[config.mk]
export PLATFORM = sky130hd
export DESIGN_NAME = morse_text_encoder_core_flat
export DESIGN_NICKNAME = d
export VERILOG_FILES = /design/src/hw/rtl/mte_pkg.sv /design/src/hw/rtl/mte_in_if.sv /design/src/hw/rtl/mte_out_if.sv /design/src/hw/rtl/morse_text_encoder_core.sv /design/src/hw/rtl/mte_datapath.sv /design/src/hw/rtl/mte_ctrl.sv /design/src/flat_wrapper.sv
export SDC_FILE = /design/constraint.sdc
export NUM_CORES = 1
export LEC_CHECK = 0
export BUFFER_PORTS_ARGS = -buffer_cell sky130_fd_sc_hd__buf_2
export CORE_ASPECT_RATIO = 1.2
export CORE_MARGIN = 2
export CORE_UTILIZATION = 45
export DETAILED_ROUTE_END_ITERATION = 16
export RECOVER_POWER = 100
export SYNTH_ARGS = -nofsm -noshare
export SYNTH_HDL_FRONTEND = slang
export SYNTH_SLANG_ARGS = --single-unit
[constraint.sdc]
create_clock -name i_clk -period 4.93 [get_ports i_clk]
set_clock_uncertainty 0.1 [all_clocks]
set_input_delay 0.2465 -clock i_clk [delete_from_list [all_inputs] [get_ports i_clk]]
set_output_delay 0.2465 -clock i_clk [all_outputs]
set_load 0.02 [all_outputs]
[src/hw/rtl/mte_pkg.sv]
package mte_pkg;

    // Controller states
    typedef enum logic [2:0] {
        ST_IDLE,
        ST_ON,
        ST_OFF,
        ST_GAP,
        ST_WORD
    } t_state;

    // Morse code of one character.
    // len:  number of elements (0: the byte has no code).
    // dash: one bit per element, first element in bit 0; 1 = dash, 0 = dot.
    typedef struct packed {
        logic [2:0] len;
        logic [4:0] dash;
    } t_code;

    // Controller to datapath
    typedef struct packed {
        logic in_ready;
        logic emit;
        logic key;
        logic next_elem;
        logic load_ar;
        logic run_end;
        logic msg_end;
    } t_dp_cmd;

    // Datapath to controller
    typedef struct packed {
        logic in_valid;
        logic coded;
        logic sep_gap;
        logic fin_ar;
        logic is_dash;
        logic last_elem;
        logic ar_pend;
        logic is_ar;
        logic slot_free;
    } t_dp_status;

    localparam t_code CODE_AR = '{len: 3'd5, dash: 5'b01010};

    // Units of an element and gaps, counted from zero
    localparam logic [1:0] DOT_LAST  = 2'd0;
    localparam logic [1:0] DASH_LAST = 2'd2;
    localparam logic [1:0] CGAP_LAST = 2'd1;
    localparam logic [1:0] WGAP_LAST = 2'd3;

    function automatic t_code char_code(input logic [7:0] c);
        t_code r;
        r = '{len: 3'd0, dash: 5'b00000};
        unique case (c)
            8'h41: r = '{3'd2, 5'b00010}; // A
            8'h42: r = '{3'd4, 5'b00001};
            8'h43: r = '{3'd4, 5'b00101};
            8'h44: r = '{3'd3, 5'b00001};
            8'h45: r = '{3'd1, 5'b00000};
            8'h46: r = '{3'd4, 5'b00100};
            8'h47: r = '{3'd3, 5'b00011};
            8'h48: r = '{3'd4, 5'b00000};
            8'h49: r = '{3'd2, 5'b00000};
            8'h4A: r = '{3'd4, 5'b01110};
            8'h4B: r = '{3'd3, 5'b00101};
            8'h4C: r = '{3'd4, 5'b00010};
            8'h4D: r = '{3'd2, 5'b00011};
            8'h4E: r = '{3'd2, 5'b00001};
            8'h4F: r = '{3'd3, 5'b00111};
            8'h50: r = '{3'd4, 5'b00110};
            8'h51: r = '{3'd4, 5'b01011};
            8'h52: r = '{3'd3, 5'b00010};
            8'h53: r = '{3'd3, 5'b00000};
            8'h54: r = '{3'd1, 5'b00001};
            8'h55: r = '{3'd3, 5'b00100};
            8'h56: r = '{3'd4, 5'b01000};
            8'h57: r = '{3'd3, 5'b00110};
            8'h58: r = '{3'd4, 5'b01001};
            8'h59: r = '{3'd4, 5'b01101};
            8'h5A: r = '{3'd4, 5'b00011}; // Z
            8'h30: r = '{3'd5, 5'b11111}; // 0
            8'h31: r = '{3'd5, 5'b11110};
            8'h32: r = '{3'd5, 5'b11100};
            8'h33: r = '{3'd5, 5'b11000};
            8'h34: r = '{3'd5, 5'b10000};
            8'h35: r = '{3'd5, 5'b00000};
            8'h36: r = '{3'd5, 5'b00001};
            8'h37: r = '{3'd5, 5'b00011};
            8'h38: r = '{3'd5, 5'b00111};
            8'h39: r = '{3'd5, 5'b01111}; // 9
            default: r = '{len: 3'd0, dash: 5'b00000};
        endcase
        return r;
    endfunction

endpackage

[src/hw/rtl/mte_in_if.sv]
interface mte_in_if;
    logic       valid;
    logic       ready;
    logic [7:0] text_byte;
    logic       final_char;

    modport source (output valid, output text_byte, output final_char, input ready);
    modport sink   (input valid, input text_byte, input final_char, output ready);
endinterface

[src/hw/rtl/mte_out_if.sv]
interface mte_out_if;
    logic valid;
    logic ready;
    logic key_bit;
    logic run_end;
    logic message_end;

    modport source (output valid, output key_bit, output run_end, output message_end,
                    input ready);
    modport sink   (input valid, input key_bit, input run_end, input message_end,
                    output ready);
endinterface

[src/hw/rtl/morse_text_encoder_core.sv]
// Channel   Dir  Payload                              Handshake
// i_text    in   text_byte[7:0], final_char           valid/ready
// o_key     out  key_bit, run_end, message_end        valid/ready
//
// One key bit leaves per cycle while o_key takes it; the controller only
// steps when the output register is free.
// An item yields up to 22 key bits for a character and 38 for a character
// followed by AR; some items yield no key bits at all.
// The next item is taken once the last bit of the current one is in the
// output register. Reset is synchronous, active low, and returns to idle
// with an empty message. A stalled o_key holds the controller in place.
module morse_text_encoder_core (
    input  logic      i_clk,
    input  logic      i_rst_n,
    mte_in_if.sink    i_text,
    mte_out_if.source o_key
);
    import mte_pkg::*;

    // Command and status between controller and datapath
    t_dp_cmd    cmd;
    t_dp_status status;

    // Datapath: code table lookup, element shifter, message flags and
    // the output register
    mte_datapath u_datapath (
        .i_clk    (i_clk),
        .i_rst_n  (i_rst_n),
        .i_text   (i_text),
        .o_key    (o_key),
        .i_cmd    (cmd),
        .o_status (status)
    );

    // Controller: sequences dots, dashes, element, character and word gaps,
    // and appends AR at the end of a message
    mte_ctrl u_ctrl (
        .i_clk    (i_clk),
        .i_rst_n  (i_rst_n),
        .i_status (status),
        .o_cmd    (cmd)
    );

endmodule

[src/hw/rtl/mte_datapath.sv]
module mte_datapath (
    input  logic                i_clk,
    input  logic                i_rst_n,
    mte_in_if.sink              i_text,
    mte_out_if.source           o_key,
    input  mte_pkg::t_dp_cmd    i_cmd,
    output mte_pkg::t_dp_status o_status
);
    import mte_pkg::*;

    logic       accept;
    t_code      in_code;
    logic       coded;

    logic [4:0] r_dash,  n_dash;
    logic [2:0] r_left,  n_left;
    logic       r_ar_pend, n_ar_pend;
    logic       r_is_ar,   n_is_ar;
    logic       r_started, n_started;
    logic       r_gap,     n_gap;

    logic       r_out_valid;
    logic       r_key, r_run_end, r_msg_end;

    assign i_text.ready = i_cmd.in_ready;
    assign accept       = i_text.valid && i_cmd.in_ready;
    assign in_code      = char_code(i_text.text_byte);
    assign coded        = (in_code.len != 3'd0);

    assign o_status.in_valid  = i_text.valid;
    assign o_status.coded     = coded;
    assign o_status.sep_gap   = r_started && !r_gap;
    assign o_status.fin_ar    = i_text.final_char && r_started;
    assign o_status.is_dash   = r_dash[0];
    assign o_status.last_elem = (r_left == 3'd1);
    assign o_status.ar_pend   = r_ar_pend;
    assign o_status.is_ar     = r_is_ar;
    assign o_status.slot_free = !r_out_valid || o_key.ready;

    always_comb begin
        n_dash    = r_dash;
        n_left    = r_left;
        n_ar_pend = r_ar_pend;
        n_is_ar   = r_is_ar;
        n_started = r_started;
        n_gap     = r_gap;
        if (accept) begin
            if (coded) begin
                n_dash    = in_code.dash;
                n_left    = in_code.len;
                n_is_ar   = 1'b0;
                n_ar_pend = i_text.final_char;
                n_started = 1'b1;
                n_gap     = 1'b0;
            end else if (r_started && !r_gap) begin
                n_ar_pend = i_text.final_char;
                n_gap     = 1'b1;
            end else if (i_text.final_char && r_started) begin
                // Run of separators already gapped: send AR directly
                n_dash    = CODE_AR.dash;
                n_left    = CODE_AR.len;
                n_is_ar   = 1'b1;
                n_ar_pend = 1'b0;
            end
            if (i_text.final_char) begin
                n_started = 1'b0;
                n_gap     = 1'b0;
            end
        end else if (i_cmd.load_ar) begin
            n_dash    = CODE_AR.dash;
            n_left    = CODE_AR.len;
            n_is_ar   = 1'b1;
            n_ar_pend = 1'b0;
        end else if (i_cmd.next_elem) begin
            n_dash = {1'b0, r_dash[4:1]};
            n_left = r_left - 3'd1;
        end
    end

    always_ff @(posedge i_clk) begin
        if (!i_rst_n) begin
            r_ar_pend   <= 1'b0;
            r_is_ar     <= 1'b0;
            r_started   <= 1'b0;
            r_gap       <= 1'b0;
            r_out_valid <= 1'b0;
        end else begin
            r_ar_pend <= n_ar_pend;
            r_is_ar   <= n_is_ar;
            r_started <= n_started;
            r_gap     <= n_gap;
            if (i_cmd.emit) begin
                r_out_valid <= 1'b1;
            end else if (o_key.ready) begin
                r_out_valid <= 1'b0;
            end
        end
    end

    always_ff @(posedge i_clk) begin
        r_dash <= n_dash;
        r_left <= n_left;
        if (i_cmd.emit) begin
            r_key     <= i_cmd.key;
            r_run_end <= i_cmd.run_end;
            r_msg_end <= i_cmd.msg_end;
        end
    end

    assign o_key.valid       = r_out_valid;
    assign o_key.key_bit     = r_key;
    assign o_key.run_end     = r_run_end;
    assign o_key.message_end = r_msg_end;

endmodule

[src/hw/rtl/mte_ctrl.sv]
module mte_ctrl (
    input  logic                i_clk,
    input  logic                i_rst_n,
    input  mte_pkg::t_dp_status i_status,
    output mte_pkg::t_dp_cmd    o_cmd
);
    import mte_pkg::*;

    t_state     r_state, n_state;
    logic [1:0] r_unit,  n_unit;
    logic [1:0] on_last;

    assign on_last = i_status.is_dash ? DASH_LAST : DOT_LAST;

    // Next state
    always_comb begin
        n_state = r_state;
        unique case (r_state)
            ST_IDLE: begin
                if (i_status.in_valid) begin
                    priority if (i_status.coded)   n_state = ST_ON;
                    else if (i_status.sep_gap)     n_state = ST_WORD;
                    else if (i_status.fin_ar)      n_state = ST_ON;
                    else                           n_state = ST_IDLE;
                end
            end
            ST_ON: begin
                if (i_status.slot_free && r_unit == on_last) n_state = ST_OFF;
            end
            ST_OFF: begin
                if (i_status.slot_free) begin
                    n_state = i_status.last_elem ? ST_GAP : ST_ON;
                end
            end
            ST_GAP: begin
                if (i_status.slot_free && r_unit == CGAP_LAST) begin
                    n_state = i_status.ar_pend ? ST_ON : ST_IDLE;
                end
            end
            ST_WORD: begin
                if (i_status.slot_free && r_unit == WGAP_LAST) begin
                    n_state = i_status.ar_pend ? ST_ON : ST_IDLE;
                end
            end
            default: n_state = ST_IDLE;
        endcase
    end

    // Outputs
    always_comb begin
        o_cmd = '0;
        unique case (r_state)
            ST_IDLE: o_cmd.in_ready = 1'b1;
            ST_ON: begin
                o_cmd.emit = i_status.slot_free;
                o_cmd.key  = 1'b1;
            end
            ST_OFF: begin
                o_cmd.emit      = i_status.slot_free;
                o_cmd.next_elem = i_status.slot_free && !i_status.last_elem;
            end
            ST_GAP: begin
                o_cmd.emit = i_status.slot_free;
                if (r_unit == CGAP_LAST) begin
                    o_cmd.load_ar = i_status.slot_free && i_status.ar_pend;
                    o_cmd.run_end = !i_status.ar_pend;
                    o_cmd.msg_end = !i_status.ar_pend && i_status.is_ar;
                end
            end
            ST_WORD: begin
                o_cmd.emit = i_status.slot_free;
                if (r_unit == WGAP_LAST) begin
                    o_cmd.load_ar = i_status.slot_free && i_status.ar_pend;
                    o_cmd.run_end = !i_status.ar_pend;
                end
            end
            default: o_cmd = '0;
        endcase
    end

    // Unit counter: restart on every state change
    always_comb begin
        n_unit = r_unit;
        if (n_state != r_state) begin
            n_unit = 2'd0;
        end else if (o_cmd.emit) begin
            n_unit = r_unit + 2'd1;
        end
    end

    always_ff @(posedge i_clk) begin
        if (!i_rst_n) begin
            r_state <= ST_IDLE;
            r_unit  <= 2'd0;
        end else begin
            r_state <= n_state;
            r_unit  <= n_unit;
        end
    end

    a_idle_no_ar: assert property (@(posedge i_clk) disable iff (!i_rst_n)
        r_state == ST_IDLE |-> !i_status.ar_pend)
        else $error("AR still pending while idle");

    a_emit_free: assert property (@(posedge i_clk) disable iff (!i_rst_n)
        o_cmd.emit |-> i_status.slot_free)
        else $error("key bit emitted into a full output slot");

    a_long_on_dash: assert property (@(posedge i_clk) disable iff (!i_rst_n)
        (r_state == ST_ON && r_unit != 2'd0) |-> i_status.is_dash)
        else $error("dot held on longer than one unit");

    a_msg_end_last: assert property (@(posedge i_clk) disable iff (!i_rst_n)
        o_cmd.msg_end |-> o_cmd.run_end)
        else $error("message end not on the last bit of the item");

endmodule

[src/flat_wrapper.sv]
// flat-port wrapper written by rule: the top's interface ports become plain ports
module morse_text_encoder_core_flat import mte_pkg::*;
  (i_clk, i_rst_n, i_text_valid, i_text_text_byte, i_text_final_char, i_text_ready, o_key_valid, o_key_key_bit, o_key_run_end, o_key_message_end, o_key_ready);
  mte_in_if i_text_i ();
  mte_out_if o_key_i ();
  input  logic i_clk;
  input  logic i_rst_n;
  input wire logic [$bits(i_text_i.valid)-1:0] i_text_valid;
  input wire logic [$bits(i_text_i.text_byte)-1:0] i_text_text_byte;
  input wire logic [$bits(i_text_i.final_char)-1:0] i_text_final_char;
  output wire logic [$bits(i_text_i.ready)-1:0] i_text_ready;
  output wire logic [$bits(o_key_i.valid)-1:0] o_key_valid;
  output wire logic [$bits(o_key_i.key_bit)-1:0] o_key_key_bit;
  output wire logic [$bits(o_key_i.run_end)-1:0] o_key_run_end;
  output wire logic [$bits(o_key_i.message_end)-1:0] o_key_message_end;
  input wire logic [$bits(o_key_i.ready)-1:0] o_key_ready;
  assign i_text_i.valid = i_text_valid;
  assign i_text_i.text_byte = i_text_text_byte;
  assign i_text_i.final_char = i_text_final_char;
  assign i_text_ready = i_text_i.ready;
  assign o_key_valid = o_key_i.valid;
  assign o_key_key_bit = o_key_i.key_bit;
  assign o_key_run_end = o_key_i.run_end;
  assign o_key_message_end = o_key_i.message_end;
  assign o_key_i.ready = o_key_ready;
  morse_text_encoder_core u_core (.i_clk(i_clk), .i_rst_n(i_rst_n), .i_text(i_text_i), .o_key(o_key_i));
endmodule
---- Word-level counts from Yosys, hierarchy flattened ----
Memories as Yosys holds them, arrays and structs flattened.
Index checks and enable logic that the tools add are counted.
storage, ports and cells
  logic and storage cells ................. 106
  register bits ........................... 21
  RAM bits ................................ 0
  bits in latches ......................... 0
  memories ................................ 1
  input bits .............................. 13
  bits in read-only memories .............. 1,024
memories
  memory           depth  width  rd ports  clocked after memory_dff  write ports  line           RTL
  (no name shown)  128    8      1         0                         0            mte_pkg.sv:55  unique case (c)
operators by class
  $lt $le $gt $ge ......................... 0
  muxes and demuxes ....................... 49
  equality and inequality tests ........... 12
  add/sub/neg operators ................... 2
  bitwise gates (word level) .............. 1
  shift operators ......................... 0
  reductions and logical operators ........ 29
  divide/modulo/power cells ............... 0
  multipliers ............................. 0
operators by type and width
  kind                                                                      number
  3-bit 2-to-1 mux                                                          14
  5-bit 2-to-1 mux                                                          6
  1-bit 2-to-1 mux                                                          23
  3-bit case mux with 5 select lines                                        1
  1-bit logical AND                                                         9
  3-bit nonzero test                                                        3
  8-bit 2-to-1 mux                                                          1
  2-bit AND reduction                                                       4
  3-bit by 1-bit equality test with 1-bit output (second input constant)    2
  3-bit by 2-bit equality test with 1-bit output (second input constant)    2
  2-bit 2-to-1 mux                                                          3
  3-bit AND reduction                                                       2
  2-bit nonzero test                                                        3
  1-bit zero test                                                           4
  4-bit by 1-bit inequality test with 1-bit output (second input constant)  1
  2-bit case mux with 2 select lines                                        1
  4-bit OR reduction                                                        1
  3-bit equality test (second input constant)                               1
  3-bit zero test                                                           1
  3-bit by 1-bit inequality test with 1-bit output (second input constant)  1
  3-bit inequality test                                                     1
  3-bit inequality test (second input constant)                             1
  3-bit by 1-bit subtractor with 3-bit output (second input constant)       1
  2-bit by 1-bit adder with 2-bit output (second input constant)            1
  6 further kinds                                                           6

---- Depth between registers and ports, before layout ----
  word-level depth ........................ 8
  gate-level depth with buffers ........... 10
  mapped depth without buffers ............ 8

---- Modules after synthesis ----
Synthesis repeated with hierarchy kept, for this count alone.
unflattened totals
  cells, all modules ...................... 217
  area, all modules ....................... 1,915.6 um^2
modules (own cells, without submodules)
  module        area each (um^2)  cells each  instances  sequential area each (um^2)
  mte_datapath  1,428.9           155         1          430.4
  mte_ctrl      486.7             62          1          100.1

---- Least setup slack after synthesis ----
Ideal clock, no wire load.
  kind .................................... in2reg
  start point ............................. in i_text_text_byte[1]
  end point ............................... reg u_core.u_datapath.r_dash[0] (enable)
  required time ........................... 4.474 ns
  slack ................................... 2.379 ns
  data arrival time ....................... 2.095 ns
  stages .................................. 10
  path through ............................ buf_2 inv_1 ha_1 or2_0 a211oi_1 a2111oi_2 or2_1 buf_6 o21ai_0 o21ai_0
between the ends
  cells in the longest elaborated chain, start to end .. 5
RTL lines
  what                                                                                                        line                 RTL
  from (decl)                                                                                                 flat_wrapper.sv:9    input wire logic [$bits(i_text_i.text_byte)-1:0] i_text_text_byte;
  memory read 128 x 8 bit (*)                                                                                 --
  8-bit 2-to-1 mux (*)                                                                                        mte_pkg.sv:55
  3-bit nonzero test (*)                                                                                      mte_datapath.sv:28   assign coded = (in_code.len != 3'd0);
  3-bit inequality test (no line) / 3-bit by 1-bit inequality test with 1-bit output (equally long branches)  --
  3-bit AND reduction (no line) (*)                                                                           --
  to (signal assigned)                                                                                        mte_datapath.sv:101  r_dash <= n_dash;
  to (decl)                                                                                                   mte_datapath.sv:15   logic [4:0] r_dash, n_dash;
Mark *: on every way between the ends. The rest lies on a longest branch, timed or not.
A chain may end at the register's enable or synchronous reset.

---- Final worst setup path ----
  start point ............................. in i_text_text_byte[1]
  end point ............................... reg u_core.u_datapath.r_left[2] (enable)
between the ends
  cells in the longest elaborated chain, start to end .. 5
RTL lines
  what                                                                                                        line                 RTL
  memory read 128 x 8 bit (*)                                                                                 --
  8-bit 2-to-1 mux (*)                                                                                        mte_pkg.sv:55
  3-bit nonzero test (*)                                                                                      mte_datapath.sv:28
  3-bit inequality test (no line) / 3-bit by 1-bit inequality test with 1-bit output (equally long branches)  --
  3-bit AND reduction (no line) (*)                                                                           --
  to (signal assigned)                                                                                        mte_datapath.sv:102  r_left <= n_left;
  to (decl)                                                                                                   mte_datapath.sv:16   logic [2:0] r_left, n_left;
Marks and branches as above.

==> impl_results.md <==
* Status: finished clean
* MaxCap Viol Count at 0
* Post-Syn Area at 1901 um^2
* Synth area leader: edfxtp_1
* Antenna Nets Post-Route at 0
* DRC Markers at 0
* Final std cells w/o fill at 289
* Share of the synthesized area in the top cell type at 0.1738
* Die Width at roughly 63 um
* EDFF count, synth at 11
* Sequential cell area at 530.5 um^2
* Synth Register Bits at 21
* First-pass GRT wire length at 7.072 mm
* RSZ-0062 raised after global routing: false
* P_leak at 0.0007681 uW
* Peak Freq at just over 0.3 GHz
* Multi-input logic area at about 1200 um^2
* Post-synth cell types at 60
* Clock share of power at 0.255
* Sequential fraction of design power at 0.464
* Grt total ovfl at 0
* Arr. time, crit path at 3.06 ns
* Post-synth ARST share at 0
* I/O Buffers at 17
* Crit path capture type: flip-flop
* CP max FO at 14
* Worst Setup Start Kind: input port
* Worst vdd ir at 0.00008249 V
* Slew Viols, Final at 0
* Clock transition at the registers of the reported paths at 0.08 ns
* Sw frac at 0.3286
* WL/cell at 14.88 um
* Post-Place Worst Slack at 1.983 ns
* Core ar. at 4004 um^2
* Diode count at 0
* CTS H-tree depth at 1
* WL final at 4.299 mm
* GRT Util Overall at 0.1883
* CTS root buf: clkbuf_8
* Post-CTS Setup Bufs at 0
* Vias per std cell at ~5.7
* CTS max path bufs at 2
* Register area share after synthesis at 0.2791
* Least-Margin Pin Slew at 1.099 ns
* 1st-pass router iterations at 4
* Via count at 1647
* Final #Nets at 260
* Critical path class: input port to flip-flop
* CP required at between 4 and 5 ns
* PostCTS Resize Cnt at 0
* # clock sinks at 21
* Final Hold Viols at 0
* Worst min path class: input port to flip-flop
* Yosys warnings at 0
* Sw Pwr at approximately 150 uW
* Area growth syn-to-layout at 4.016%
* Final period util at 0.6646
* Worst rel slew slack at 0.2593
* Tmin final at 3.277 ns
* Core Rows at 25
* Most frequent cells in the layout: nand2_1 (25), nor2_1 (18), a21oi_1 (16)
* Commonest non-fill, non-tap cell in the layout: nand2_1
* Main flop type after synthesis: edfxtp_1
* Die H at 75.19 um
* Largest net degree at the start of global routing at 34
* Top Ports at 18
* Mapped Nets at 254
* Antenna violations before repair at 0
* Initial core utilization at 0.4747
* Combinational share of power at 0.281
* PwrDens at about 230 nW/um^2
* Final setup TNS at 0 ns
* Hold-fix buffers at CTS at 0
* Post-Syn Instances at 230
* DPL Wire Length at 3.256 mm
* Synth area leaders: edfxtp_1 (17%), dfxtp_1 (11%), ha_1 (7.2%)
* Fillers at 423
* Worst-skew pair later-pin latency at approximately 0.26 ns
* GPL Wtd Cong at around 0.8
* Average cell area after synthesis at 8.263 um^2
* DIE AREA at 4761 um^2
* CTS buffer count at 3
* Vias in the first global route at 1505
* CTS tree: done
* Initial DRC count at 122
* Final setup fails at 0
* Inst Count DP at 285
* Pint at 309.5 uW
* Setup ws final at 1.653 ns
* Layout cell share with drive strength beyond 1 at 0.1021
[path summary, 6_finish.rpt]
| kind | start | endpoint | slack (ns) | depth (start not counted) |
|---|---|---|---|---|
| worst max-delay path | i_text_text_byte[1] | u_core.u_datapath.r_left[2] | 1.65 | 9 |
| worst min-delay path | i_rst_n | u_core.u_datapath.r_started | 0.19 | 3 |
| worst max register to register | u_core.u_ctrl.r_unit[0] | u_core.u_datapath.r_left[2] | 2.41 | 7 |
| worst min register to register | u_core.u_datapath.r_started | u_core.u_datapath.r_started | 0.41 | 2 |
[per-stage QoR]
stage          area, um^2    util  power (uW)  hold slack [ns]
3_5_place_dp         1966  0.4909       350.7           0.3938
4_1_cts              2014  0.5031       467.3           0.1939
2_1_floorplan        1901       -       321.2           0.3089
5_1_grt              1977  0.4938       489.8           0.2278
6_report             1977  0.4938       460.9           0.1941
3_3_place_gp         1966  0.4909       351.5           0.3913
[synth_stat cells (3+ instances only)]
cell / n
a21oi_1: 16
nor2b_1: 6
o21ai_0: 12
and2_1: 4
clkbuf_1: 5
mux2i_1: 4
o21a_1: 4
nand2_1: 24
a211oi_1: 4
o211ai_1: 4
inv_1: 15
or3_1: 3
nand2b_1: 8
o31ai_1: 4
dfxtp_1: 10
buf_2: 7
or2_2: 3
nor3_1: 6
edfxtp_1: 11
nor2_1: 18
ha_1: 11
[metal layers]
metal	vias up	part of all wire	track usage
li1	850	-	-
met1	759	0.43	0.2149
met2	34	0.53	0.3719
met3	4	0.023	0.004484
met4	0	0.018	0.07971
met5	-	0	0
[cells by family after synthesis]
| family | share of synthesized area |
|---|---|
| compound gates | 0.2910 |
| buf+inv | 0.07570 |
| xor+xnor | 0.01844 |
| simple gates | 0.2423 |
| fa+ha+maj | 0.07242 |
| flops | 0.2791 |
| mux | 0.02107 |
[power groups by stage]
stage                     sequential (uW)  combinational [uW]  clock, uW
after floorplan                       216                 105          0
after CTS                             214                 134        120
after detailed placement              218                 133          0
after global placement                218                 134          0
final                                 214                 130        118
after global routing                  216                 146        128
[registers in the layout (all words and copies together) (netlist names)]
signal / flops
u_core.u_datapath.r_dash: 5
u_core.u_ctrl.r_state: 3
u_core.u_datapath.r_left: 3
u_core.u_ctrl.r_unit: 2
u_core.u_datapath.o_key.key_bit: 1
u_core.u_datapath.o_key.message_end: 1
u_core.u_datapath.o_key.run_end: 1
u_core.u_datapath.o_key.valid: 1
u_core.u_datapath.r_ar_pend: 1
u_core.u_datapath.r_gap: 1
u_core.u_datapath.r_is_ar: 1
u_core.u_datapath.r_started: 1
[layout make-up]
type,instances,area share
Clock buffer,3,0.02089
Clock inverter,1,0.003797
Timing Repair Buffer,17,0.03924
Inverter,15,0.02848
Tap cell,54,0.03418
Multi-Input combinational cell,178,0.6051
Sequential cell,21,0.2684
[worst max-delay path: stages]
cell and delay [ns]:
clkbuf_1 0.42, inv_1 0.17, ha_1 0.30, nand2_1 0.09, a211oi_1 0.07, a2111oi_0 0.78, or2_0 0.40, o21ai_0 0.15
o21ai_0 0.43
No activity file was read; power rests on OpenSTA's default activity.
